### config.mk
export PLATFORM = sky130hd
export DESIGN_NAME = sha256_hash_engine_core
export DESIGN_NICKNAME = d
export VERILOG_FILES = /design/src/rtl/sha256he_pkg.sv /design/src/rtl/sha256he_compress.sv /design/src/rtl/sha256_hash_engine_core.sv
export SDC_FILE = /design/constraint.sdc
export NUM_CORES = 2
export LEC_CHECK = 0
export BUFFER_PORTS_ARGS = -buffer_cell sky130_fd_sc_hd__buf_2
export CAP_MARGIN = 20
export CORE_MARGIN = 2
export CORE_UTILIZATION = 44
export CTS_BUF_LIST = sky130_fd_sc_hd__clkbuf_4
export CTS_CLUSTER_SIZE = 25
export DETAILED_ROUTE_END_ITERATION = 8
export HOLD_SLACK_MARGIN = 0.12
export MAX_ROUTING_LAYER = met4
export PLACE_DENSITY = 0.67
export SYNTH_ARGS = -nofsm -noshare
export SYNTH_HDL_FRONTEND = slang
export SYNTH_HIERARCHICAL = 1
export SYNTH_SLANG_ARGS = --single-unit
### constraint.sdc
create_clock -name clk -period 15.7 [get_ports clk]
set_clock_uncertainty 0.15 [all_clocks]
set_input_delay 3.14 -clock clk [delete_from_list [all_inputs] [get_ports clk]]
set_output_delay 3.14 -clock clk [all_outputs]
set_load 0.02 [all_outputs]
### src/rtl/sha256he_pkg.sv
// ----------------------------------------------------------------------------
// sha256he_pkg
// Shared types and constants of the SHA-256 engine.
// ----------------------------------------------------------------------------
package sha256he_pkg;

    localparam int unsigned WORD_W      = 32;
    localparam int unsigned BLOCK_WORDS = 16;
    localparam int unsigned HASH_WORDS  = 8;
    localparam int unsigned ROUNDS      = 64;

    // Word slots of the 64-bit length field inside the final block
    localparam logic [3:0] LEN_HI_SLOT = 4'd14;
    localparam logic [3:0] LAST_SLOT   = 4'd15;
    localparam logic [2:0] LAST_INDEX  = 3'd7;

    localparam logic [WORD_W-1:0] PAD_MARK_WORD = 32'h8000_0000;

    localparam logic [WORD_W-1:0] INIT_HASH [HASH_WORDS] = '{
        32'h6a09e667, 32'hbb67ae85, 32'h3c6ef372, 32'ha54ff53a,
        32'h510e527f, 32'h9b05688c, 32'h1f83d9ab, 32'h5be0cd19
    };

    localparam logic [WORD_W-1:0] ROUND_K [ROUNDS] = '{
        32'h428a2f98, 32'h71374491, 32'hb5c0fbcf, 32'he9b5dba5,
        32'h3956c25b, 32'h59f111f1, 32'h923f82a4, 32'hab1c5ed5,
        32'hd807aa98, 32'h12835b01, 32'h243185be, 32'h550c7dc3,
        32'h72be5d74, 32'h80deb1fe, 32'h9bdc06a7, 32'hc19bf174,
        32'he49b69c1, 32'hefbe4786, 32'h0fc19dc6, 32'h240ca1cc,
        32'h2de92c6f, 32'h4a7484aa, 32'h5cb0a9dc, 32'h76f988da,
        32'h983e5152, 32'ha831c66d, 32'hb00327c8, 32'hbf597fc7,
        32'hc6e00bf3, 32'hd5a79147, 32'h06ca6351, 32'h14292967,
        32'h27b70a85, 32'h2e1b2138, 32'h4d2c6dfc, 32'h53380d13,
        32'h650a7354, 32'h766a0abb, 32'h81c2c92e, 32'h92722c85,
        32'ha2bfe8a1, 32'ha81a664b, 32'hc24b8b70, 32'hc76c51a3,
        32'hd192e819, 32'hd6990624, 32'hf40e3585, 32'h106aa070,
        32'h19a4c116, 32'h1e376c08, 32'h2748774c, 32'h34b0bcb5,
        32'h391c0cb3, 32'h4ed8aa4a, 32'h5b9cca4f, 32'h682e6ff3,
        32'h748f82ee, 32'h78a5636f, 32'h84c87814, 32'h8cc70208,
        32'h90befffa, 32'ha4506ceb, 32'hbef9a3f7, 32'hc67178f2
    };

    typedef enum logic [1:0] {
        ST_IDLE,
        ST_FILL,
        ST_COMP,
        ST_OUT
    } eng_state_t;

    typedef enum logic [1:0] {
        CS_IDLE,
        CS_ROUND,
        CS_ADD
    } cmp_state_t;

    // Commands from the sequencer to the compression unit
    typedef struct packed {
        logic              wr_en;
        logic [WORD_W-1:0] wr_data;
        logic              start;
        logic              chain_init;
        logic [2:0]        rd_idx;
    } cmp_ctrl_t;

    // Status back from the compression unit
    typedef struct packed {
        logic              done;
        logic [WORD_W-1:0] rd_data;
    } cmp_stat_t;

endpackage

### src/rtl/sha256he_compress.sv
// ----------------------------------------------------------------------------
// sha256he_compress
// Message schedule shift line, one compression round per cycle, chain value.
// ----------------------------------------------------------------------------
module sha256he_compress (
    input  logic                   clk,
    input  logic                   rst_n,
    input  sha256he_pkg::cmp_ctrl_t ctrl,
    output sha256he_pkg::cmp_stat_t stat
);
    import sha256he_pkg::*;

    function automatic logic [WORD_W-1:0] big_sigma0(input logic [WORD_W-1:0] x);
        big_sigma0 = {x[1:0], x[31:2]} ^ {x[12:0], x[31:13]} ^ {x[21:0], x[31:22]};
    endfunction

    function automatic logic [WORD_W-1:0] big_sigma1(input logic [WORD_W-1:0] x);
        big_sigma1 = {x[5:0], x[31:6]} ^ {x[10:0], x[31:11]} ^ {x[24:0], x[31:25]};
    endfunction

    function automatic logic [WORD_W-1:0] small_sigma0(input logic [WORD_W-1:0] x);
        small_sigma0 = {x[6:0], x[31:7]} ^ {x[17:0], x[31:18]} ^ (x >> 3);
    endfunction

    function automatic logic [WORD_W-1:0] small_sigma1(input logic [WORD_W-1:0] x);
        small_sigma1 = {x[16:0], x[31:17]} ^ {x[18:0], x[31:19]} ^ (x >> 10);
    endfunction

    cmp_state_t        state_reg;
    cmp_state_t        state_next;
    logic [5:0]        round_reg;
    logic [WORD_W-1:0] var_reg   [HASH_WORDS];
    logic [WORD_W-1:0] sched_reg [BLOCK_WORDS];
    logic [WORD_W-1:0] chain_reg [HASH_WORDS];

    logic [WORD_W-1:0] t1;
    logic [WORD_W-1:0] t2;
    logic [WORD_W-1:0] ch;
    logic [WORD_W-1:0] mj;
    logic [WORD_W-1:0] sched_new;

    // Next state
    always_comb
    begin
        state_next = state_reg;
        unique case (state_reg)
            CS_IDLE:
            begin
                if (ctrl.start)
                begin
                    state_next = CS_ROUND;
                end
            end
            CS_ROUND:
            begin
                if (round_reg == 6'(ROUNDS - 1))
                begin
                    state_next = CS_ADD;
                end
            end
            CS_ADD:
            begin
                state_next = CS_IDLE;
            end
            default:
            begin
                state_next = CS_IDLE;
            end
        endcase
    end

    // Outputs
    always_comb
    begin
        stat.done    = (state_reg == CS_ADD);
        stat.rd_data = chain_reg[ctrl.rd_idx];
    end

    // Round and schedule datapath; sched_reg[0] always holds W[t]
    always_comb
    begin
        ch = (var_reg[4] & var_reg[5]) ^ (~var_reg[4] & var_reg[6]);
        mj = (var_reg[0] & var_reg[1]) ^ (var_reg[0] & var_reg[2]) ^ (var_reg[1] & var_reg[2]);
        t1 = var_reg[7] + big_sigma1(var_reg[4]) + ch + ROUND_K[round_reg] + sched_reg[0];
        t2 = big_sigma0(var_reg[0]) + mj;
        sched_new = small_sigma1(sched_reg[14]) + sched_reg[9]
                  + small_sigma0(sched_reg[1]) + sched_reg[0];
    end

    always_ff @(posedge clk or negedge rst_n)
    begin
        if (!rst_n)
        begin
            state_reg <= CS_IDLE;
            round_reg <= '0;
        end
        else
        begin
            state_reg <= state_next;
            if (state_reg == CS_ROUND)
            begin
                round_reg <= round_reg + 6'd1;
            end
            else
            begin
                round_reg <= '0;
            end
        end
    end

    // Working variables: load from chain on start, advance one round a cycle
    always_ff @(posedge clk)
    begin
        if (state_reg == CS_IDLE && ctrl.start)
        begin
            for (int i = 0; i < HASH_WORDS; i++)
            begin
                var_reg[i] <= chain_reg[i];
            end
        end
        else if (state_reg == CS_ROUND)
        begin
            var_reg[7] <= var_reg[6];
            var_reg[6] <= var_reg[5];
            var_reg[5] <= var_reg[4];
            var_reg[4] <= var_reg[3] + t1;
            var_reg[3] <= var_reg[2];
            var_reg[2] <= var_reg[1];
            var_reg[1] <= var_reg[0];
            var_reg[0] <= t1 + t2;
        end
    end

    // Schedule shift line: message words shift in while loading,
    // expanded words shift in during rounds
    always_ff @(posedge clk)
    begin
        priority if (ctrl.wr_en)
        begin
            for (int i = 0; i < BLOCK_WORDS - 1; i++)
            begin
                sched_reg[i] <= sched_reg[i+1];
            end
            sched_reg[BLOCK_WORDS-1] <= ctrl.wr_data;
        end
        else if (state_reg == CS_ROUND)
        begin
            for (int i = 0; i < BLOCK_WORDS - 1; i++)
            begin
                sched_reg[i] <= sched_reg[i+1];
            end
            sched_reg[BLOCK_WORDS-1] <= sched_new;
        end
    end

    always_ff @(posedge clk or negedge rst_n)
    begin
        if (!rst_n)
        begin
            for (int i = 0; i < HASH_WORDS; i++)
            begin
                chain_reg[i] <= INIT_HASH[i];
            end
        end
        else
        begin
            priority if (ctrl.chain_init)
            begin
                for (int i = 0; i < HASH_WORDS; i++)
                begin
                    chain_reg[i] <= INIT_HASH[i];
                end
            end
            else if (state_reg == CS_ADD)
            begin
                for (int i = 0; i < HASH_WORDS; i++)
                begin
                    chain_reg[i] <= chain_reg[i] + var_reg[i];
                end
            end
        end
    end

endmodule

### src/rtl/sha256_hash_engine_core.sv
// ----------------------------------------------------------------------------
// sha256_hash_engine_core
// Streaming SHA-256: packs message bytes into blocks, pads, emits the digest.
// ----------------------------------------------------------------------------
//
//  channel | handshake           | payload
//  --------+---------------------+------------------------------------------
//  in      | in_valid / in_stall | data_word, valid_bytes, end_of_message
//  out     | out_valid/out_stall | digest_word, word_index, last_word
//
//  An item that neither closes a block nor ends a message leaves in_stall low.
//  An item that closes a 16-word block holds in_stall while the 64 rounds
//  of the shared round unit run and their result is added into the chain value.
//  An ending item is also followed by the padding words (up to 18), one or two
//  compressions, then eight digest items, one per cycle unless out_stall holds.
//  rst_n clears all control state and loads the initial hash values.
//  in_stall stays high from the acceptance of a block-closing or ending item
//  until the block is idle again; out_stall only holds the current digest item.
//
module sha256_hash_engine_core (
    input  logic        clk,
    input  logic        rst_n,
    input  logic        in_valid,
    output logic        in_stall,
    input  logic [31:0] data_word,
    input  logic [2:0]  valid_bytes,
    input  logic        end_of_message,
    output logic        out_valid,
    input  logic        out_stall,
    output logic [31:0] digest_word,
    output logic [2:0]  word_index,
    output logic        last_word
);
    import sha256he_pkg::*;

    eng_state_t        state_reg;
    eng_state_t        state_next;

    // Partial word, left aligned: valid bytes at the top, zeros below
    logic [WORD_W-1:0] pend_reg;
    logic [WORD_W-1:0] pend_next;
    logic [1:0]        pend_cnt_reg;
    logic [1:0]        pend_cnt_next;
    logic [3:0]        word_cnt_reg;
    logic [3:0]        word_cnt_next;
    logic [63:0]       bit_cnt_reg;
    logic [63:0]       bit_cnt_next;
    logic              eom_reg;
    logic              eom_next;
    // Padding progress: mark word written, high length word written, all done
    logic              mark_done_reg;
    logic              mark_done_next;
    logic              len_hi_done_reg;
    logic              len_hi_done_next;
    logic              msg_done_reg;
    logic              msg_done_next;
    logic [2:0]        idx_reg;
    logic [2:0]        idx_next;

    logic              in_acc;
    logic              out_acc;
    logic [2:0]        n_bytes;
    logic [2:0]        total;
    logic [WORD_W-1:0] byte_mask;
    logic [63:0]       combined;
    logic [WORD_W-1:0] fill_word;
    logic              block_full;

    cmp_ctrl_t         cmp_ctrl;
    cmp_stat_t         cmp_stat;

    sha256he_compress u_compress (
        .clk   (clk),
        .rst_n (rst_n),
        .ctrl  (cmp_ctrl),
        .stat  (cmp_stat)
    );

    assign in_stall    = (state_reg != ST_IDLE);
    assign in_acc      = in_valid && !in_stall;
    assign out_valid   = (state_reg == ST_OUT);
    assign out_acc     = out_valid && !out_stall;
    assign digest_word = cmp_stat.rd_data;
    assign word_index  = idx_reg;
    assign last_word   = (idx_reg == LAST_INDEX);
    assign block_full  = (word_cnt_reg == LAST_SLOT);

    // Byte merge: clamp the byte count to four, drop unused low bytes,
    // append the new bytes behind the pending ones
    always_comb
    begin
        n_bytes = valid_bytes[2] ? 3'd4 : {1'b0, valid_bytes[1:0]};
        total   = {1'b0, pend_cnt_reg} + n_bytes;
        unique case (n_bytes)
            3'd0:    byte_mask = 32'h0000_0000;
            3'd1:    byte_mask = 32'hff00_0000;
            3'd2:    byte_mask = 32'hffff_0000;
            3'd3:    byte_mask = 32'hffff_ff00;
            default: byte_mask = 32'hffff_ffff;
        endcase
        combined = {pend_reg, 32'h0}
                 | ({data_word & byte_mask, 32'h0} >> {pend_cnt_reg, 3'b000});
    end

    // Padding word: mark byte behind the pending bytes, then zeros, then length
    always_comb
    begin
        priority if (!mark_done_reg)
        begin
            fill_word = pend_reg | (PAD_MARK_WORD >> {pend_cnt_reg, 3'b000});
        end
        else if (len_hi_done_reg)
        begin
            fill_word = bit_cnt_reg[31:0];
        end
        else if (word_cnt_reg == LEN_HI_SLOT)
        begin
            fill_word = bit_cnt_reg[63:32];
        end
        else
        begin
            fill_word = '0;
        end
    end

    // Next state
    always_comb
    begin
        state_next = state_reg;
        unique case (state_reg)
            ST_IDLE:
            begin
                if (in_acc)
                begin
                    priority if (total[2] && block_full)
                    begin
                        state_next = ST_COMP;
                    end
                    else if (end_of_message)
                    begin
                        state_next = ST_FILL;
                    end
                end
            end
            ST_FILL:
            begin
                if (block_full)
                begin
                    state_next = ST_COMP;
                end
            end
            ST_COMP:
            begin
                if (cmp_stat.done)
                begin
                    priority if (msg_done_reg)
                    begin
                        state_next = ST_OUT;
                    end
                    else if (eom_reg)
                    begin
                        state_next = ST_FILL;
                    end
                    else
                    begin
                        state_next = ST_IDLE;
                    end
                end
            end
            ST_OUT:
            begin
                if (out_acc && last_word)
                begin
                    state_next = ST_IDLE;
                end
            end
            default:
            begin
                state_next = ST_IDLE;
            end
        endcase
    end

    // Register updates and commands to the round unit
    always_comb
    begin
        pend_next        = pend_reg;
        pend_cnt_next    = pend_cnt_reg;
        word_cnt_next    = word_cnt_reg;
        bit_cnt_next     = bit_cnt_reg;
        eom_next         = eom_reg;
        mark_done_next   = mark_done_reg;
        len_hi_done_next = len_hi_done_reg;
        msg_done_next    = msg_done_reg;
        idx_next         = idx_reg;

        cmp_ctrl.wr_en      = 1'b0;
        cmp_ctrl.wr_data    = combined[63:32];
        cmp_ctrl.start      = 1'b0;
        cmp_ctrl.chain_init = 1'b0;
        cmp_ctrl.rd_idx     = idx_reg;

        unique case (state_reg)
            ST_IDLE:
            begin
                if (in_acc)
                begin
                    bit_cnt_next  = bit_cnt_reg + {58'h0, n_bytes, 3'b000};
                    eom_next      = end_of_message;
                    pend_cnt_next = total[1:0];
                    if (total[2])
                    begin
                        // Word complete: shift it into the schedule, keep the rest
                        cmp_ctrl.wr_en = 1'b1;
                        cmp_ctrl.start = block_full;
                        pend_next      = combined[31:0];
                        word_cnt_next  = word_cnt_reg + 4'd1;
                    end
                    else
                    begin
                        pend_next = combined[63:32];
                    end
                end
            end
            ST_FILL:
            begin
                cmp_ctrl.wr_en   = 1'b1;
                cmp_ctrl.wr_data = fill_word;
                cmp_ctrl.start   = block_full;
                word_cnt_next    = word_cnt_reg + 4'd1;
                priority if (!mark_done_reg)
                begin
                    mark_done_next = 1'b1;
                    pend_next      = '0;
                    pend_cnt_next  = '0;
                end
                else if (len_hi_done_reg)
                begin
                    msg_done_next = 1'b1;
                end
                else if (word_cnt_reg == LEN_HI_SLOT)
                begin
                    len_hi_done_next = 1'b1;
                end
            end
            ST_COMP:
            begin
                // Hold everything while the round unit runs
            end
            ST_OUT:
            begin
                if (out_acc)
                begin
                    idx_next = idx_reg + 3'd1;
                    if (last_word)
                    begin
                        // Drop the message state, ready for the next one
                        cmp_ctrl.chain_init = 1'b1;
                        bit_cnt_next        = '0;
                        eom_next            = 1'b0;
                        mark_done_next      = 1'b0;
                        len_hi_done_next    = 1'b0;
                        msg_done_next       = 1'b0;
                        pend_next           = '0;
                        pend_cnt_next       = '0;
                        word_cnt_next       = '0;
                    end
                end
            end
            default:
            begin
            end
        endcase
    end

    always_ff @(posedge clk or negedge rst_n)
    begin
        if (!rst_n)
        begin
            state_reg       <= ST_IDLE;
            pend_reg        <= '0;
            pend_cnt_reg    <= '0;
            word_cnt_reg    <= '0;
            bit_cnt_reg     <= '0;
            eom_reg         <= 1'b0;
            mark_done_reg   <= 1'b0;
            len_hi_done_reg <= 1'b0;
            msg_done_reg    <= 1'b0;
            idx_reg         <= '0;
        end
        else
        begin
            state_reg       <= state_next;
            pend_reg        <= pend_next;
            pend_cnt_reg    <= pend_cnt_next;
            word_cnt_reg    <= word_cnt_next;
            bit_cnt_reg     <= bit_cnt_next;
            eom_reg         <= eom_next;
            mark_done_reg   <= mark_done_next;
            len_hi_done_reg <= len_hi_done_next;
            msg_done_reg    <= msg_done_next;
            idx_reg         <= idx_next;
        end
    end

endmodule

==> Yosys cells after proc, flatten, opt, wreduce, memory -nomap -nowiden <==
Memory sizes are Yosys's and may differ from the RTL's.
Index checks and enable logic that the tools add are counted.
{ "word_totals": {"register_bits": 375, "mem_bits_rw": 768, "rom_bits": 2048, "in_bits": 40, "out_inout_bits": 38, "wordCells": 245, "mem_count": 3} }
{ "classes": {"n_addsub": 23, "magnitude_cmp": 2, "n_eq_ne": 25, "n_shift": 2, "muxes": 100, "n_bitwise": 46, "n_reduce_logical": 24} }
{ "mem_list": {"columns": ["name", "depth", "width", "rd", "rd_ports_with_merged_regs", "write_ports", "line_no", "text"], "rows": [
  ["(no name shown)", 64, 32, 1, 0, 0, "sha256he_compress.sv:84", "t1 = var_reg[7] + big_sigma1(var_reg[4]) + ch + ROUND_K[round_reg] + sched_reg[0];"],
  ["u_compress.sched_reg", 16, 32, 16, 0, 16, "sha256he_compress.sv:33", "logic [WORD_W-1:0] sched_reg [BLOCK_WORDS];"],
  ["u_compress.var_reg", 8, 32, 8, 0, 8, "sha256he_compress.sv:32", "logic [WORD_W-1:0] var_reg [HASH_WORDS];"]
]} }
{ "op_table": {"columns": ["cell", "count"], "rows": [
  ["$mux W32", 37],
  ["$add A32 B32 Y32", 18],
  ["$mux W256", 2],
  ["$xor A32 B32 Y32", 9],
  ["$and A32 B32 Y32", 6],
  ["$mux W64", 3],
  ["$pmux W32 S4", 1],
  ["$pmux W64 S2", 1],
  ["$bmux W32 S3", 1],
  ["$pmux W32 S3", 1],
  ["$add A64 B6 Y64", 1],
  ["$or A64 B64 Y64", 1],
  ["$shr A64 B5 Y64", 1],
  ["$not A32 Y32", 1],
  ["$or A32 B32 Y32", 1],
  ["$shr A32 B5 Y32 const A", 1],
  ["$xor A32 B22 Y32", 1],
  ["$xor A32 B29 Y32", 1],
  ["$mux W2", 13],
  ["$mux W1", 25],
  ["$or A1 B1 Y1", 24],
  ["$reduce_and A5 Y1", 4],
  ["$mux W4", 4],
  ["$ne A2 B2 Y1 const B", 7],
  ["other kinds (33)", 58]
]} }

==> Logic depth before layout (Yosys ltp) <==
{ "logic_depth": {"depth_word": 9, "mapped_depth": 40, "ltp_nobuf": 38} }

==> Hierarchy <==
Netlist, hierarchy kept.
{ "modules_own_cells": {"columns": ["mod", "instances", "cells_per_inst", "area_each_um2", "seq_area_each_um2"], "rows": [
  ["sha256he_compress", 1, 6410, 66213.5, 29838.6],
  ["sha256_hash_engine_core", 1, 913, 7428.4, 2702.6]
]} }

==> Worst setup path after synthesis <==
Ideal clock, no wire load.
{ "synth_timing": {"kind": "input to register", "from": "in valid_bytes[2]", "to": "mem u_compress.sched_reg[0][0], enable pin", "setup_time_ns": 0.971, "arrival_ns": 17.429, "required_ns": 14.579, "path_slack_ns": -2.850, "path_stages": 13, "n_path_buf": 4, "cell_sequence": "clkbuf_1 > nor2b_1 > ha_1 > ha_1 > nand2_1 > and2_1 > clkbuf_1 > a21oi_1 > or2_2 > inv_1 > clkbuf_1 > clkbuf_1 > nand2b_1"} }
{ "synth_rtl": {"columns": ["item", "line_no", "text"], "rows": [
  ["start, declared", "sha256_hash_engine_core.sv:26", "input logic [2:0] valid_bytes,"],
  ["end, declared", "sha256he_compress.sv:33", null]
]} }

==> results_dict.tcl <==
set metrics [dict create \
    fmax_mhz 109.3 \
    cts_setup_buffers 0 \
    die_h_microns 413.1 \
    ys_warn_count 6 \
    htree_levels 5 \
    slew_violations 0 \
    r2r-end "u_compress/var_reg[0][25]$_DFFE_PP_" \
    largest_reg_flops 512 \
    reg2regPathDepth 39 \
    setup_tns_ns 0 \
    dieArea_sq_mm 0.1707 \
    vias 58120 \
    start_util 0.4419 \
    r2r_slack_ns 6.55 \
    place_hpwl_mm 174.7 \
    min_delay_path_depth 0 \
    io_buffers 77 \
    worstReg2RegStart "u_compress/round_reg[1]$_DFF_PN0_" \
    tritoncts "yes" \
    grt-ovfl-total 0 \
    clk_latency_ns 1.32 \
    synth-seq-area-share 0.4419 \
    critical_path_class "reg -> reg" \
    final_cell_mix "nand2_1 (1189), edfxtp_1 (768), a21oi_1 (568), clkbuf_4 (488), inv_1 (481)" \
    critPathMaxStageDelay_ns 0.64 \
    wl_per_cell_microns 24.22 \
    viasPerCell 5.873 \
    synth_cells 7323 \
    maxCapViolations 0 \
    synthArstFlopShare 0.3263 \
    relSlewSlack 0.2017 \
    fill_cells 15530 \
    syn-num-nets 7966 \
    core_area_sq_mm 0.1667 \
    final_util 0.4815 \
    clock_sinks 1140 \
    yosysUniqueCellTypes 107 \
    die-width_microns 413.1 \
    synth.avg_cell_area_sq_um 10.06 \
    layout.cells.most_common "nand2_1" \
    holdPathEnd "u_compress/sched_reg[6][5]$_DFFE_PP_" \
    numCtsBuffers 332 \
    cts_resized 0 \
    path_max_fanout 23 \
    antenna_found_initial 4 \
    rsz0062_at_grt "false" \
    worstHoldStart "u_compress/sched_reg[7][5]$_DFFE_PP_" \
    grt_pass1_wl_mm 357.4 \
    num_io_pins 78 \
    crit_required_ns 16.54 \
    outcome "finished, final reports clean" \
    drt_iter0_drc 6192 \
    clockBufferDepth 4 \
    crit_slowest_cell "ha_1" \
    grt_pass1_vias 55870 \
    dr.pass1.iters 8 \
    area_growth_pct 8.962 \
    ys_ff_latch 1140 \
    hold_viol 0 \
    ctsRootBufferMaster "clkbuf_4" \
    synthesis.area_sq_mm 0.07364 \
    ant_nets 0 \
    drc 0 \
    drive_above_1_share 0.1303 \
    critical_path_arrival_ns 9.99 \
    nets 8083 \
    worstSetupEndpointType "flip-flop" \
    period_share 0.5825 \
    wl_mm 239.7 \
    grt_max_degree 197 \
    min_path_type "reg -> reg" \
    ys.flop_type "edfxtp_1" \
    setup_viol 0 \
    ctsHoldBuffers 0 \
    rows 150 \
    finalCriticalPeriod_ns 9.145 \
    worst_path_most_repeated_cell "a21oi_1" \
    synth_edf_count 768 \
    critPathLaunchType "flip-flop" \
    clkTransAtPathRegs_ns 0.06 \
    tightestPinTransition_ns 1.198 \
    gp_congestion 0.9775 \
    grt_usage 0.2868 \
]
worst max-delay path: cells and delay by family (launching register included):
| family | cells | cell delay, ns |
|---|---|---|
| xor+xnor | 2 | 0.37 |
| compound gates | 21 | 4.17 |
| flops | 1 | 0.35 |
| fa+ha+maj | 6 | 2.54 |
| simple gates | 4 | 0.31 |
| buf+inv | 6 | 1.00 |
cells in the mapped netlist, types with 38 or more instances:
cell / count / share of area
nand2_1: 1189 / 0.061
edfxtp_1: 768 / 0.31
a21oi_1: 568 / 0.039
inv_1: 486 / 0.025
ha_1: 408 / 0.069
o21ai_0: 355 / 0.024
xnor2_1: 344 / 0.041
nor2_1: 339 / 0.017
clkbuf_1: 317 / 0.016
dfrtp_1: 236 / 0.080
xor2_1: 229 / 0.027
a21o_1: 209 / 0.021
fa_1: 195 / 0.053
dfstp_2: 136 / 0.049
nand3_1: 115 / 0.0078
o211ai_1: 104 / 0.011
nand2b_1: 77 / 0.0065
o21ai_1: 77 / 0.0052
a211oi_1: 76 / 0.0077
nor3_1: 75 / 0.0051
mux4_2: 69 / 0.021
nand4_1: 59 / 0.0050
o31ai_1: 58 / 0.0059
o21a_1: 57 / 0.0058
mux2_2: 52 / 0.0080
mux2i_1: 50 / 0.0068
a31oi_1: 48 / 0.0041
nor2b_1: 45 / 0.0038
o21bai_1: 45 / 0.0046
and3_1: 40 / 0.0034
buf_1: 40 / 0.0020
or3_1: 38 / 0.0032
or4_1: 38 / 0.0039
metal layers:
metal,share of wire,up-vias,GRT usage,routed length (microns)
li1,-,26500,-,-
met1,0.43,28650,0.3823,101900
met2,0.46,2478,0.4366,110200
met3,0.074,487,0.04826,17670
met4,0.041,0,0.1127,9843
met5,0,-,-,0
metrics by stage:
step                      area (sq um)  cells  hold slack, ns  setup WS [ns]
final                            80240   9895          0.2051          6.555
after floorplan                  73650   7323          0.2503          3.182
after global placement           76070   9307          0.2503          6.668
after global routing             80240   9895          0.2196          5.978
after detailed placement         76080   9309          0.2545          6.675
after CTS                        80210   9886          0.2044          6.635
cell type report:
class	count	area (sq um)	area share
antenna	8	20.02	0.0002495
clock buffer	488	3664	0.04566
clock inverter	89	473.0	0.005894
inverter	491	1853	0.02309
multi-input combinational	5326	37910	0.4725
sequential	1140	32560	0.4057
tap	2204	2758	0.03437
timing repair buffer	149	1008	0.01257
cells by family after synthesis:
family                   count (synthesis)  share of synthesized area
flip-flops                            1140                     0.4419
multiplexers                           171                    0.03585
AND/OR/NAND/NOR                       2121                     0.1278
adder cells (fa/ha/maj)                606                     0.1227
AO/OA/AOI/OAI                         1854                     0.1593
buffers and inverters                  857                    0.04402
XOR/XNOR                               574                    0.06845
how the worst max path moves through the flow:
stage | to | slack [ns] | cells past startpoint | start
2_1_floorplan | u_compress/sched_reg[0][0]$_DFFE_PP_ | 3.18 | 13 | valid_bytes[2]
3_3_place_gp | u_compress/var_reg[0][25]$_DFFE_PP_ | 6.67 | 39 | u_compress/round_reg[1]$_DFF_PN0_
3_5_place_dp | u_compress/var_reg[0][25]$_DFFE_PP_ | 6.68 | 39 | u_compress/round_reg[1]$_DFF_PN0_
4_1_cts | u_compress/var_reg[0][25]$_DFFE_PP_ | 6.64 | 39 | u_compress/round_reg[1]$_DFF_PN0_
5_1_grt | u_compress/var_reg[0][25]$_DFFE_PP_ | 5.98 | 36 | u_compress/round_reg[1]$_DFF_PN0_
6_report | u_compress/var_reg[0][25]$_DFFE_PP_ | 6.55 | 39 | u_compress/round_reg[1]$_DFF_PN0_
Power is left out: the tool's default activity adds up to more than one toggle a clock period on the data nets, which glitch-free logic cannot reach.
